`src/assert_macros.svh`:
```
// ----------------------------------------------------------------------------
// Assertion macros
// Shorthand for clocked concurrent assertions with an active-low reset.
// ----------------------------------------------------------------------------
`ifndef ASSERT_MACROS_SVH
`define ASSERT_MACROS_SVH

`ifndef ASSERT_OFF

// Checks a property on every rising clock edge outside reset.
`define ASSERT_CLK(lbl, clk, rst_n, prop, msg) \
    lbl: assert property (@(posedge clk) disable iff (!rst_n) (prop)) else $error(msg);

// Checks that the consequent holds whenever the antecedent does.
`define ASSERT_IMPL(lbl, clk, rst_n, ante, cons, msg) \
    lbl: assert property (@(posedge clk) disable iff (!rst_n) (ante) |-> (cons)) \
        else $error(msg);

`else

`define ASSERT_CLK(lbl, clk, rst_n, prop, msg)
`define ASSERT_IMPL(lbl, clk, rst_n, ante, cons, msg)

`endif

`endif

```
`src/fbpm_pkg.sv`:
```
// ----------------------------------------------------------------------------
// fbpm_pkg
// Types and constants shared by the frame buffer pool manager modules.
// ----------------------------------------------------------------------------
`default_nettype none

package fbpm_pkg;

    // Default number of buffers in the pool.
    localparam int POOL_BUFFERS_DEF = 4;

    // Action codes of a request.
    localparam logic [2:0] ACT_PAINT      = 3'd0;
    localparam logic [2:0] ACT_CONSUME    = 3'd1;
    localparam logic [2:0] ACT_RETURN     = 3'd2;
    localparam logic [2:0] ACT_CLEAR_PEND = 3'd3;
    localparam logic [2:0] ACT_RESET_POOL = 3'd4;

    // One request item.
    typedef struct packed {
        logic [2:0]  action;
        logic [14:0] frame_width;
        logic [14:0] frame_height;
        logic [1:0]  buffer_index;
    } fbpm_req_t;

    // One result item.
    typedef struct packed {
        logic        accepted;
        logic [1:0]  buffer_index_res;
        logic [31:0] generation;
        logic        replaced_ready;
        logic        reinitialized;
        logic [2:0]  free_count;
        logic        ready_valid;
        logic [2:0]  in_flight_count;
        logic        fresh_pending;
    } fbpm_res_t;

    // Commands from the controller to the datapath.
    typedef struct packed {
        logic load;
        logic search;
        logic commit;
    } fbpm_cmd_t;

endpackage

`default_nettype wire

```
`src/fbpm_ctrl.sv`:
```
// ----------------------------------------------------------------------------
// fbpm_ctrl
// Sequencer that walks each request through a search state and a commit state.
// ----------------------------------------------------------------------------
`default_nettype none

module fbpm_ctrl
    import fbpm_pkg::*;
(
    input  wire logic      clk,
    input  wire logic      rst_n,
    input  wire logic      start,
    output logic           busy,
    output fbpm_cmd_t      cmd
);

    typedef enum logic [2:0] {
        ST_IDLE   = 3'b001,
        ST_SEARCH = 3'b010,
        ST_UPDATE = 3'b100
    } fbpm_state_t;

    fbpm_state_t state_reg;
    fbpm_state_t state_next;
    logic        take;

    // A new request can be taken in idle and while the previous one commits.
    assign busy = (state_reg == ST_SEARCH);
    assign take = start && !busy;

    // Next-state logic.
    always_comb
    begin
        case (state_reg)
            ST_IDLE:   state_next = take ? ST_SEARCH : ST_IDLE;
            ST_SEARCH: state_next = ST_UPDATE;
            ST_UPDATE: state_next = take ? ST_SEARCH : ST_IDLE;
            default:   state_next = ST_IDLE;
        endcase
    end

    // State register.
    always_ff @(posedge clk or negedge rst_n)
    begin
        if (!rst_n)
        begin
            state_reg <= ST_IDLE;
        end
        else
        begin
            state_reg <= state_next;
        end
    end

    // Datapath commands.
    assign cmd.load   = take;
    assign cmd.search = (state_reg == ST_SEARCH);
    assign cmd.commit = (state_reg == ST_UPDATE);

endmodule

`default_nettype wire

```
`src/fbpm_datapath.sv`:
```
// ----------------------------------------------------------------------------
// fbpm_datapath
// Pool state, list searches and the per-request state update.
// ----------------------------------------------------------------------------
`default_nettype none

module fbpm_datapath
    import fbpm_pkg::*;
#(
    parameter int POOL_BUFFERS = POOL_BUFFERS_DEF
)
(
    input  wire logic      clk,
    input  wire logic      rst_n,
    input  wire fbpm_cmd_t cmd,
    input  wire fbpm_req_t request,
    output logic           done,
    output fbpm_res_t      result
);

    localparam int SLOT_W = (POOL_BUFFERS > 1) ? $clog2(POOL_BUFFERS) : 1;
    localparam int CNT_W  = $clog2(POOL_BUFFERS + 1);
    localparam int IDX_W  = SLOT_W + 2;
    localparam logic [CNT_W-1:0]  POOL_CNT  = CNT_W'(POOL_BUFFERS);
    localparam logic [SLOT_W-1:0] LAST_SLOT = SLOT_W'(POOL_BUFFERS - 1);
    localparam logic [IDX_W-1:0]  POOL_IDX  = IDX_W'(POOL_BUFFERS);

    // Pool state.
    logic [SLOT_W-1:0] free_stack_reg  [POOL_BUFFERS];
    logic [SLOT_W-1:0] free_stack_next [POOL_BUFFERS];
    logic [SLOT_W-1:0] flight_list_reg [POOL_BUFFERS];
    logic [SLOT_W-1:0] flight_list_next[POOL_BUFFERS];
    logic [31:0]       slot_gen_reg    [POOL_BUFFERS];
    logic [31:0]       slot_gen_next   [POOL_BUFFERS];
    logic [CNT_W-1:0]  free_top_reg,     free_top_next;
    logic [CNT_W-1:0]  flight_count_reg, flight_count_next;
    logic              ready_flag_reg,   ready_flag_next;
    logic [SLOT_W-1:0] ready_slot_reg,   ready_slot_next;
    logic [31:0]       paint_gen_reg,    paint_gen_next;
    logic [31:0]       uploaded_gen_reg, uploaded_gen_next;
    logic [14:0]       alloc_width_reg,  alloc_width_next;
    logic [14:0]       alloc_height_reg, alloc_height_next;

    // Captured request and search results.
    fbpm_req_t         req_reg;
    logic [SLOT_W-1:0] pop_entry_reg;
    logic              ready_hit_reg;
    logic              idx_hit_reg;
    logic              fl_hit_reg;
    logic [SLOT_W-1:0] fl_pos_reg;
    logic [SLOT_W-1:0] fl_last_reg;
    logic [31:0]       ready_gen_reg;
    logic              gen_gt_reg;
    logic              size_diff_reg;

    // Result register.
    fbpm_res_t         result_reg;
    fbpm_res_t         result_next;
    logic              done_reg;

    logic [CNT_W-1:0]  top_m1;
    logic [CNT_W-1:0]  fl_m1;
    logic [IDX_W-1:0]  idx_wide;
    logic [SLOT_W-1:0] idx_slot;
    logic              idx_ok;
    logic              ready_hit;
    logic              idx_hit;
    logic              fl_hit;
    logic [SLOT_W-1:0] fl_pos;
    logic [CNT_W+2:0]  free_wide;
    logic [CNT_W+2:0]  flight_wide;
    logic [SLOT_W+1:0] grant_wide;
    logic [SLOT_W-1:0] grant_slot;
    logic              grant;
    logic              replaced;
    logic              reinit;
    logic [31:0]       grant_gen;

    assign top_m1   = free_top_reg - CNT_W'(1);
    assign fl_m1    = flight_count_reg - CNT_W'(1);
    assign idx_wide = {{SLOT_W{1'b0}}, req_reg.buffer_index};
    assign idx_slot = idx_wide[SLOT_W-1:0];
    assign idx_ok   = (idx_wide < POOL_IDX);

    // Membership searches over the free stack and the flight list.
    always_comb
    begin
        ready_hit = 1'b0;
        idx_hit   = 1'b0;
        fl_hit    = 1'b0;
        fl_pos    = '0;
        for (int i = 0; i < POOL_BUFFERS; i++)
        begin
            if ((CNT_W'(i) < top_m1) && (free_stack_reg[i] == ready_slot_reg))
            begin
                ready_hit = 1'b1;
            end
            if ((CNT_W'(i) < free_top_reg) && (free_stack_reg[i] == idx_slot))
            begin
                idx_hit = 1'b1;
            end
        end
        // Scan downward so that the lowest matching position wins.
        for (int i = POOL_BUFFERS - 1; i >= 0; i--)
        begin
            if ((CNT_W'(i) < flight_count_reg) && (flight_list_reg[i] == idx_slot))
            begin
                fl_hit = 1'b1;
                fl_pos = SLOT_W'(i);
            end
        end
    end

    // Request capture and search result registers.
    always_ff @(posedge clk)
    begin
        if (cmd.load)
        begin
            req_reg <= request;
        end
        if (cmd.search)
        begin
            pop_entry_reg <= free_stack_reg[top_m1[SLOT_W-1:0]];
            ready_hit_reg <= ready_hit;
            idx_hit_reg   <= idx_hit;
            fl_hit_reg    <= fl_hit;
            fl_pos_reg    <= fl_pos;
            fl_last_reg   <= flight_list_reg[fl_m1[SLOT_W-1:0]];
            ready_gen_reg <= slot_gen_reg[ready_slot_reg];
            gen_gt_reg    <= (paint_gen_reg > uploaded_gen_reg);
            size_diff_reg <= (req_reg.frame_width != alloc_width_reg) ||
                             (req_reg.frame_height != alloc_height_reg);
        end
    end

    // State update for the request being committed.
    always_comb
    begin
        free_stack_next   = free_stack_reg;
        flight_list_next  = flight_list_reg;
        slot_gen_next     = slot_gen_reg;
        free_top_next     = free_top_reg;
        flight_count_next = flight_count_reg;
        ready_flag_next   = ready_flag_reg;
        ready_slot_next   = ready_slot_reg;
        paint_gen_next    = paint_gen_reg;
        uploaded_gen_next = uploaded_gen_reg;
        alloc_width_next  = alloc_width_reg;
        alloc_height_next = alloc_height_reg;
        grant             = 1'b0;
        grant_slot        = '0;
        grant_gen         = '0;
        replaced          = 1'b0;
        reinit            = 1'b0;

        case (req_reg.action)
            ACT_PAINT:
            begin
                if (size_diff_reg)
                begin
                    // Rebuild, then pop the top buffer of the refilled stack.
                    for (int i = 0; i < POOL_BUFFERS; i++)
                    begin
                        free_stack_next[i] = SLOT_W'(i);
                        slot_gen_next[i]   = '0;
                    end
                    slot_gen_next[LAST_SLOT] = 32'd1;
                    free_top_next     = POOL_CNT - CNT_W'(1);
                    flight_count_next = '0;
                    ready_flag_next   = 1'b1;
                    ready_slot_next   = LAST_SLOT;
                    paint_gen_next    = 32'd1;
                    uploaded_gen_next = '0;
                    alloc_width_next  = req_reg.frame_width;
                    alloc_height_next = req_reg.frame_height;
                    grant             = 1'b1;
                    grant_slot        = LAST_SLOT;
                    grant_gen         = 32'd1;
                    reinit            = 1'b1;
                end
                else
                begin
                    if (free_top_reg != '0)
                    begin
                        grant         = 1'b1;
                        grant_slot    = pop_entry_reg;
                        free_top_next = top_m1;
                        // The older ready buffer goes back unless already free.
                        if (ready_flag_reg)
                        begin
                            replaced = 1'b1;
                            if (!ready_hit_reg)
                            begin
                                free_stack_next[top_m1[SLOT_W-1:0]] = ready_slot_reg;
                                free_top_next = free_top_reg;
                            end
                        end
                    end
                    else if (ready_flag_reg)
                    begin
                        // Recycle the unconsumed ready buffer.
                        grant      = 1'b1;
                        grant_slot = ready_slot_reg;
                        replaced   = 1'b1;
                    end
                    if (grant)
                    begin
                        paint_gen_next            = paint_gen_reg + 32'd1;
                        slot_gen_next[grant_slot] = paint_gen_reg + 32'd1;
                        ready_flag_next           = 1'b1;
                        ready_slot_next           = grant_slot;
                        grant_gen                 = paint_gen_reg + 32'd1;
                    end
                end
            end
            ACT_CONSUME:
            begin
                if (ready_flag_reg && gen_gt_reg)
                begin
                    grant           = 1'b1;
                    grant_slot      = ready_slot_reg;
                    grant_gen       = ready_gen_reg;
                    ready_flag_next = 1'b0;
                    uploaded_gen_next = ready_gen_reg;
                    if (flight_count_reg < POOL_CNT)
                    begin
                        flight_list_next[flight_count_reg[SLOT_W-1:0]] = ready_slot_reg;
                        flight_count_next = flight_count_reg + CNT_W'(1);
                    end
                end
            end
            ACT_RETURN:
            begin
                if (idx_ok)
                begin
                    slot_gen_next[idx_slot] = '0;
                    // Remove from flight by moving the last entry into the hole.
                    if (fl_hit_reg)
                    begin
                        flight_count_next          = fl_m1;
                        flight_list_next[fl_pos_reg] = fl_last_reg;
                    end
                    if (!idx_hit_reg && (free_top_reg < POOL_CNT))
                    begin
                        free_stack_next[free_top_reg[SLOT_W-1:0]] = idx_slot;
                        free_top_next = free_top_reg + CNT_W'(1);
                    end
                end
            end
            ACT_CLEAR_PEND:
            begin
                uploaded_gen_next = paint_gen_reg;
            end
            ACT_RESET_POOL:
            begin
                for (int i = 0; i < POOL_BUFFERS; i++)
                begin
                    slot_gen_next[i] = '0;
                end
                free_top_next     = '0;
                flight_count_next = '0;
                ready_flag_next   = 1'b0;
                ready_slot_next   = '0;
                paint_gen_next    = '0;
                uploaded_gen_next = '0;
                alloc_width_next  = '0;
                alloc_height_next = '0;
            end
            default:
            begin
                // Unused actions only report status.
            end
        endcase
    end

    // Result assembly from the updated state.
    assign free_wide   = {3'b000, free_top_next};
    assign flight_wide = {3'b000, flight_count_next};
    assign grant_wide  = {2'b00, grant_slot};

    always_comb
    begin
        result_next.accepted         = grant;
        result_next.buffer_index_res = grant ? grant_wide[1:0] : 2'b00;
        result_next.generation       = grant_gen;
        result_next.replaced_ready   = replaced;
        result_next.reinitialized    = reinit;
        result_next.free_count       = free_wide[2:0];
        result_next.ready_valid      = ready_flag_next;
        result_next.in_flight_count  = flight_wide[2:0];
        result_next.fresh_pending    = ready_flag_next &&
                                       (paint_gen_next > uploaded_gen_next);
    end

    // Control state with defined reset values.
    always_ff @(posedge clk or negedge rst_n)
    begin
        if (!rst_n)
        begin
            free_top_reg     <= '0;
            flight_count_reg <= '0;
            ready_flag_reg   <= 1'b0;
            ready_slot_reg   <= '0;
            paint_gen_reg    <= '0;
            uploaded_gen_reg <= '0;
            alloc_width_reg  <= '0;
            alloc_height_reg <= '0;
            for (int i = 0; i < POOL_BUFFERS; i++)
            begin
                slot_gen_reg[i] <= '0;
            end
            done_reg         <= 1'b0;
        end
        else
        begin
            done_reg <= cmd.commit;
            if (cmd.commit)
            begin
                free_top_reg     <= free_top_next;
                flight_count_reg <= flight_count_next;
                ready_flag_reg   <= ready_flag_next;
                ready_slot_reg   <= ready_slot_next;
                paint_gen_reg    <= paint_gen_next;
                uploaded_gen_reg <= uploaded_gen_next;
                alloc_width_reg  <= alloc_width_next;
                alloc_height_reg <= alloc_height_next;
                slot_gen_reg     <= slot_gen_next;
            end
        end
    end

    // List contents and the result payload carry no reset.
    always_ff @(posedge clk)
    begin
        if (cmd.commit)
        begin
            free_stack_reg  <= free_stack_next;
            flight_list_reg <= flight_list_next;
            result_reg      <= result_next;
        end
    end

    assign done   = done_reg;
    assign result = result_reg;

endmodule

`default_nettype wire

```
`src/frame_buffer_pool_manager_top.sv`:
```
// ----------------------------------------------------------------------------
// frame_buffer_pool_manager_top
// Latest-frame-wins pool of frame buffers: paint, consume and return events.
// ----------------------------------------------------------------------------
//
//  Channel   Handshake               Payload      Transfer when
//  -------   ---------------------   ----------   -------------------------
//  request   start in / busy out     fbpm_req_t   start high and busy low
//  result    done out (strobe)       fbpm_res_t   every cycle done is high
//
//  Each request passes through a search state and a commit state; its result
//  is registered at the commit and flagged by done. A new request can be
//  taken while the previous one commits: busy is high only in the search
//  state, where the list scans and dynamic reads are registered.
//  Reset clears the pool to empty and unallocated at once; no clearing pass.
//  The result side cannot stall; a result is lost if not taken.
//
`default_nettype none

`include "assert_macros.svh"

module frame_buffer_pool_manager_top
    import fbpm_pkg::*;
#(
    parameter int POOL_BUFFERS = POOL_BUFFERS_DEF
)
(
    input  wire logic      clk,
    input  wire logic      rst_n,
    input  wire logic      start,
    output logic           busy,
    input  wire fbpm_req_t request,
    output logic           done,
    output fbpm_res_t      result
);

    fbpm_cmd_t cmd;

    // Sequencer.
    fbpm_ctrl u_ctrl (
        .clk   (clk),
        .rst_n (rst_n),
        .start (start),
        .busy  (busy),
        .cmd   (cmd)
    );

    // Pool state and update logic.
    fbpm_datapath #(
        .POOL_BUFFERS (POOL_BUFFERS)
    ) u_datapath (
        .clk     (clk),
        .rst_n   (rst_n),
        .cmd     (cmd),
        .request (request),
        .done    (done),
        .result  (result)
    );

    // Every transfer is followed by its result.
    `ASSERT_IMPL(a_result_follows, clk, rst_n, start && !busy, ##3 done, "missing result")
    // A result only follows a search.
    `ASSERT_IMPL(a_result_origin, clk, rst_n, done, $past(busy, 2), "unexpected result")
    // Busy is always low in the cycle after it is high.
    `ASSERT_IMPL(a_search_once, clk, rst_n, busy, ##1 !busy, "search phase stuck")
    // A rebuild always grants the first generation.
    `ASSERT_IMPL(a_rebuild_gen, clk, rst_n, done && result.reinitialized,
        result.accepted && (result.generation == 32'd1), "bad rebuild grant")

endmodule

`default_nettype wire

```
`config.mk`:
```
export PLATFORM = sky130hd
export DESIGN_NAME = frame_buffer_pool_manager_top
export DESIGN_NICKNAME = d
export VERILOG_FILES = /design/src/fbpm_pkg.sv /design/src/fbpm_ctrl.sv /design/src/fbpm_datapath.sv /design/src/frame_buffer_pool_manager_top.sv
export VERILOG_INCLUDE_DIRS = /design/src /design/src/src
export SDC_FILE = /design/constraint.sdc
export NUM_CORES = 1
export LEC_CHECK = 0
export BUFFER_PORTS_ARGS = -buffer_cell sky130_fd_sc_hd__buf_2
export CAP_MARGIN = 5
export CORE_ASPECT_RATIO = 1.1
export CORE_MARGIN = 3
export CORE_UTILIZATION = 43
export DETAILED_ROUTE_END_ITERATION = 8
export HOLD_SLACK_MARGIN = 0.08
export PLACE_DENSITY = 0.71
export SLEW_MARGIN = 20
export SYNTH_ARGS = -nofsm -noshare
export SYNTH_HDL_FRONTEND = slang
export SYNTH_SLANG_ARGS = --single-unit
```
`constraint.sdc`:
```
create_clock -name clk -period 8.5 [get_ports clk]
set_clock_uncertainty 0.1 [all_clocks]
set_input_delay 1.7 -clock clk [delete_from_list [all_inputs] [get_ports clk]]
set_output_delay 1.7 -clock clk [all_outputs]
set_load 0.02 [all_outputs]
```
==> flow_summary.yaml <==
run_status:
  outcome: "finished clean"
power:
  power.share.switching_pct: 28.61
  p_leak_nw: 8.281
  clockPowerShare_pct: 37.8
  ir_worst_vdd_mv: 0.1704
  seqPwrFrac_pct: 46.0
  pwr-share-comb_pct: 16.1
  p_int_mw: 3.364
  switchingPower_mw: 1.348
  p_per_area_nw_per_um2: 220.4
critical_path:
  critical_path_arrival_ns: 4.56
  cp_top_family: "compound AO/OA/AOI/OAI gates"
  cp_slowest_cell: "buf_4"
  startpoint_type: "register"
  path_buf_inv: 2
  worstPathRequired_ns: 8.72
  critPathMostFrequentCell: "ha_1"
  end_kind: "register"
  path_class: "register to register"
  crit_path_max_fanout: 58
  cp_cell_sequence: "inv_1 -> ha_1 -> or3b_2 -> nand2_2 -> buf_4 -> o21ai_0 -> a22o_1 -> ha_1 -> and4_1 -> nand2_1 -> a21oi_1 -> o41a_1 -> o21a_1"
  cp_slowest_stage_delay_ns: 0.56
logic_synthesis:
  synth_cell_types: 76
  syn-cell-area_sq_um: 19330
  ys_seq_area_share_pct: 52.03
  ys_seq_elements: 374
  synth_edf_count: 139
  synth_top_area_share_pct: 30.30
  synth_area_per_cell_sq_um: 11.09
  synthCells: 1742
  synthTopCellsByArea: "dfrtp_1 (30%), edfxtp_1 (22%), o2bb2ai_1 (5.3%)"
  async_flop_share_pct: 62.83
  yosysTopAreaCell: "dfrtp_1"
  synthesis.nets: 1856
  synth_ff_type: "dfrtp_1"
  yosysWarnings: 0
global_route:
  overflow: 0
  antenna_found_initial: 0
  use_met2_pct: 35.11
  grt_max_degree: 105
  grt_util_met3_pct: 4.434
  grt_pass1_vias: 14660
  grtUsageMet1_pct: 29.62
  grt_pass1_wl_um: 83590
  grtUsageTotal_pct: 21.80
  top_usage_layer: "met2"
final_layout:
  area_growth_pct: 10.62
  largest_reg_flops: 128
  antenna-diode-count: 0
  drive_gt1_share_pct: 13.91
  fin_cells: 2357
  fin_nets: 1865
  n_fill_cell: 3910
timing:
  period_minus_slack_ns: 4.336
  max_freq_ghz: 0.2306
  rsz0062_at_grt: "false"
  final-hold-violation-count: 0
  fin_crit_sh_pct: 51.01
  worstMarginPinSlew_ns: 1.085
  finalSetupTns_ns: 0
  whs_ns: 0.3490
  drv_slew: 0
  setup_viol: 0
  maxSlewHeadroom_pct: 26.65
floorplan:
  core_area_sq_um: 43840
  num_rows: 80
  pin_count: 85
  initial_core_util_pct: 44.08
  dieHeight_um: 228.4
  die-area_sq_um: 47530
  die_w_um: 208.1
placement:
  gp_congestion: 0.9562
  dpl.hpwl_um: 33160
  dpl.cell_count: 2283
  io_buffers: 84
clock_network:
  cts_sinks: 374
  cts_buffer_depth: 3
  cts_hold_buf: 0
  cts_tree: "built"
  cts_max_level: 2
  insertion_delay_ns: 0.57
  clkTransAtPathRegs_ns: 0.06
  postCtsSetupRepairBufs: 0
  root_buffer: "clkbuf_16"
  ctsResizeCount: 0
  numCtsBuffers: 40
worst_hold_path:
  hp-class: "register to register"
drt:
  drt-total-wl_um: 52180
  drt_first_pass_iters: 9
  drcViolationCount: 0
  postRouteAntennaNets: 0
  wire_per_inst_um: 22.14
  viasPerCell: 6.171
  vias: 14550
  drtIter0Drc: 1634
flow_run:
  cap_violations: 0
-- power groups by stage --
stage          Sequential [mW]  Combinational, mW  Clock, mW
2_1_floorplan             2.17              0.544          0
3_3_place_gp              2.19              0.739          0
3_5_place_dp              2.20              0.755          0
4_1_cts                   2.17              0.762       1.82
5_1_grt                   2.19              0.837       1.90
6_report                  2.17              0.761       1.78
-- cells by family after synthesis --
group           share of synthesized area [%]
buf+inv                                 4.137
flops                                   52.03
mux                                     4.758
xor+xnor                                3.884
fa+ha+maj                               4.920
simple gates                            12.50
compound gates                          17.77
-- per-layer routing --
layer | share of wire [%] | vias up
met2 | 47 | 693
met4 | 3.2 | 0
li1 | - | 6563
met3 | 8.4 | 127
met5 | 0 | -
met1 | 41 | 7163
-- cells in the final DEF (no fill, tap or decap), types with 7 or more instances in the layout --
cell	Yosys	routed
o21ai_0	151	151
nor4_1	8	8
a21oi_1	71	71
o2bb2ai_1	116	116
o31ai_1	17	16
a31oi_1	22	22
ha_1	76	76
clkbuf_16	0	43
buf_2	57	83
nor2_1	34	34
a22o_1	18	18
nor3_1	29	28
inv_1	54	53
buf_4	8	15
nand3_2	6	9
and3_1	7	7
o21ai_1	25	24
nor4_2	8	8
xor2_1	37	37
a21o_1	12	12
or3_1	8	8
a222oi_1	32	32
xnor2_1	45	45
o22ai_1	7	7
nand2_1	226	225
dfrtp_1	234	232
mux4_2	36	36
nand3_1	52	49
nand2b_1	10	10
edfxtp_1	139	139
clkbuf_1	62	15
nand4_1	32	32
nor2b_1	8	7
and4_1	11	11
-- Yosys cell counts (37+ instances only) --
library cell    n
dfrtp_1       234
nand2_1       226
o21ai_0       151
edfxtp_1      139
o2bb2ai_1     116
ha_1           76
a21oi_1        71
clkbuf_1       62
buf_2          57
inv_1          54
nand3_1        52
xnor2_1        45
xor2_1         37
-- path summary, 6_finish.rpt --
kind                       slack, ns                                    from                                  endpoint  cells past startpoint
min                             0.35           u_ctrl.state_reg[1]$_DFF_PN0_             u_ctrl.state_reg[1]$_DFF_PN0_                      1
min reg2reg                     0.35           u_ctrl.state_reg[1]$_DFF_PN0_             u_ctrl.state_reg[1]$_DFF_PN0_                      1
max reg2reg                     4.16  u_datapath.free_top_reg[0]$_DFFE_PN0P_            u_datapath.result[0]$_DFFE_PP_                     13
max in group asynchronous       5.68                                   rst_n  u_datapath.ready_slot_reg[0]$_DFFE_PN0P_                      2
max                             4.16  u_datapath.free_top_reg[0]$_DFFE_PN0P_            u_datapath.result[0]$_DFFE_PP_                     13
min in group asynchronous       1.10                                   rst_n  u_datapath.slot_gen_reg[105]$_DFFE_PN0P_                      1
-- per-stage QoR --
stage                     setup slack [ns]  power [mW]  area [sq um]  util (%)
after floorplan                      1.371       2.714         19330         -
after global placement               4.323       2.933         20050     45.73
after detailed placement             4.240       2.955         20050     45.73
after CTS                            4.212       4.752         21380     48.76
after global routing                 3.924       4.923         21380     48.77
final                                4.164       4.711         21380     48.77
-- final cells by class --
type | count | area (sq um) | share of cell area (%)
sequential | 374 | 10060 | 47.04
clock buffer | 61 | 1174 | 5.489
tap | 574 | 718.2 | 3.359
inverter | 54 | 202.7 | 0.9480
clock inverter | 13 | 153.9 | 0.7198
timing repair buffer | 99 | 543.0 | 2.540
multi-input combinational | 1182 | 8531 | 39.90
Note: power is estimated with default switching activity, not from simulation.
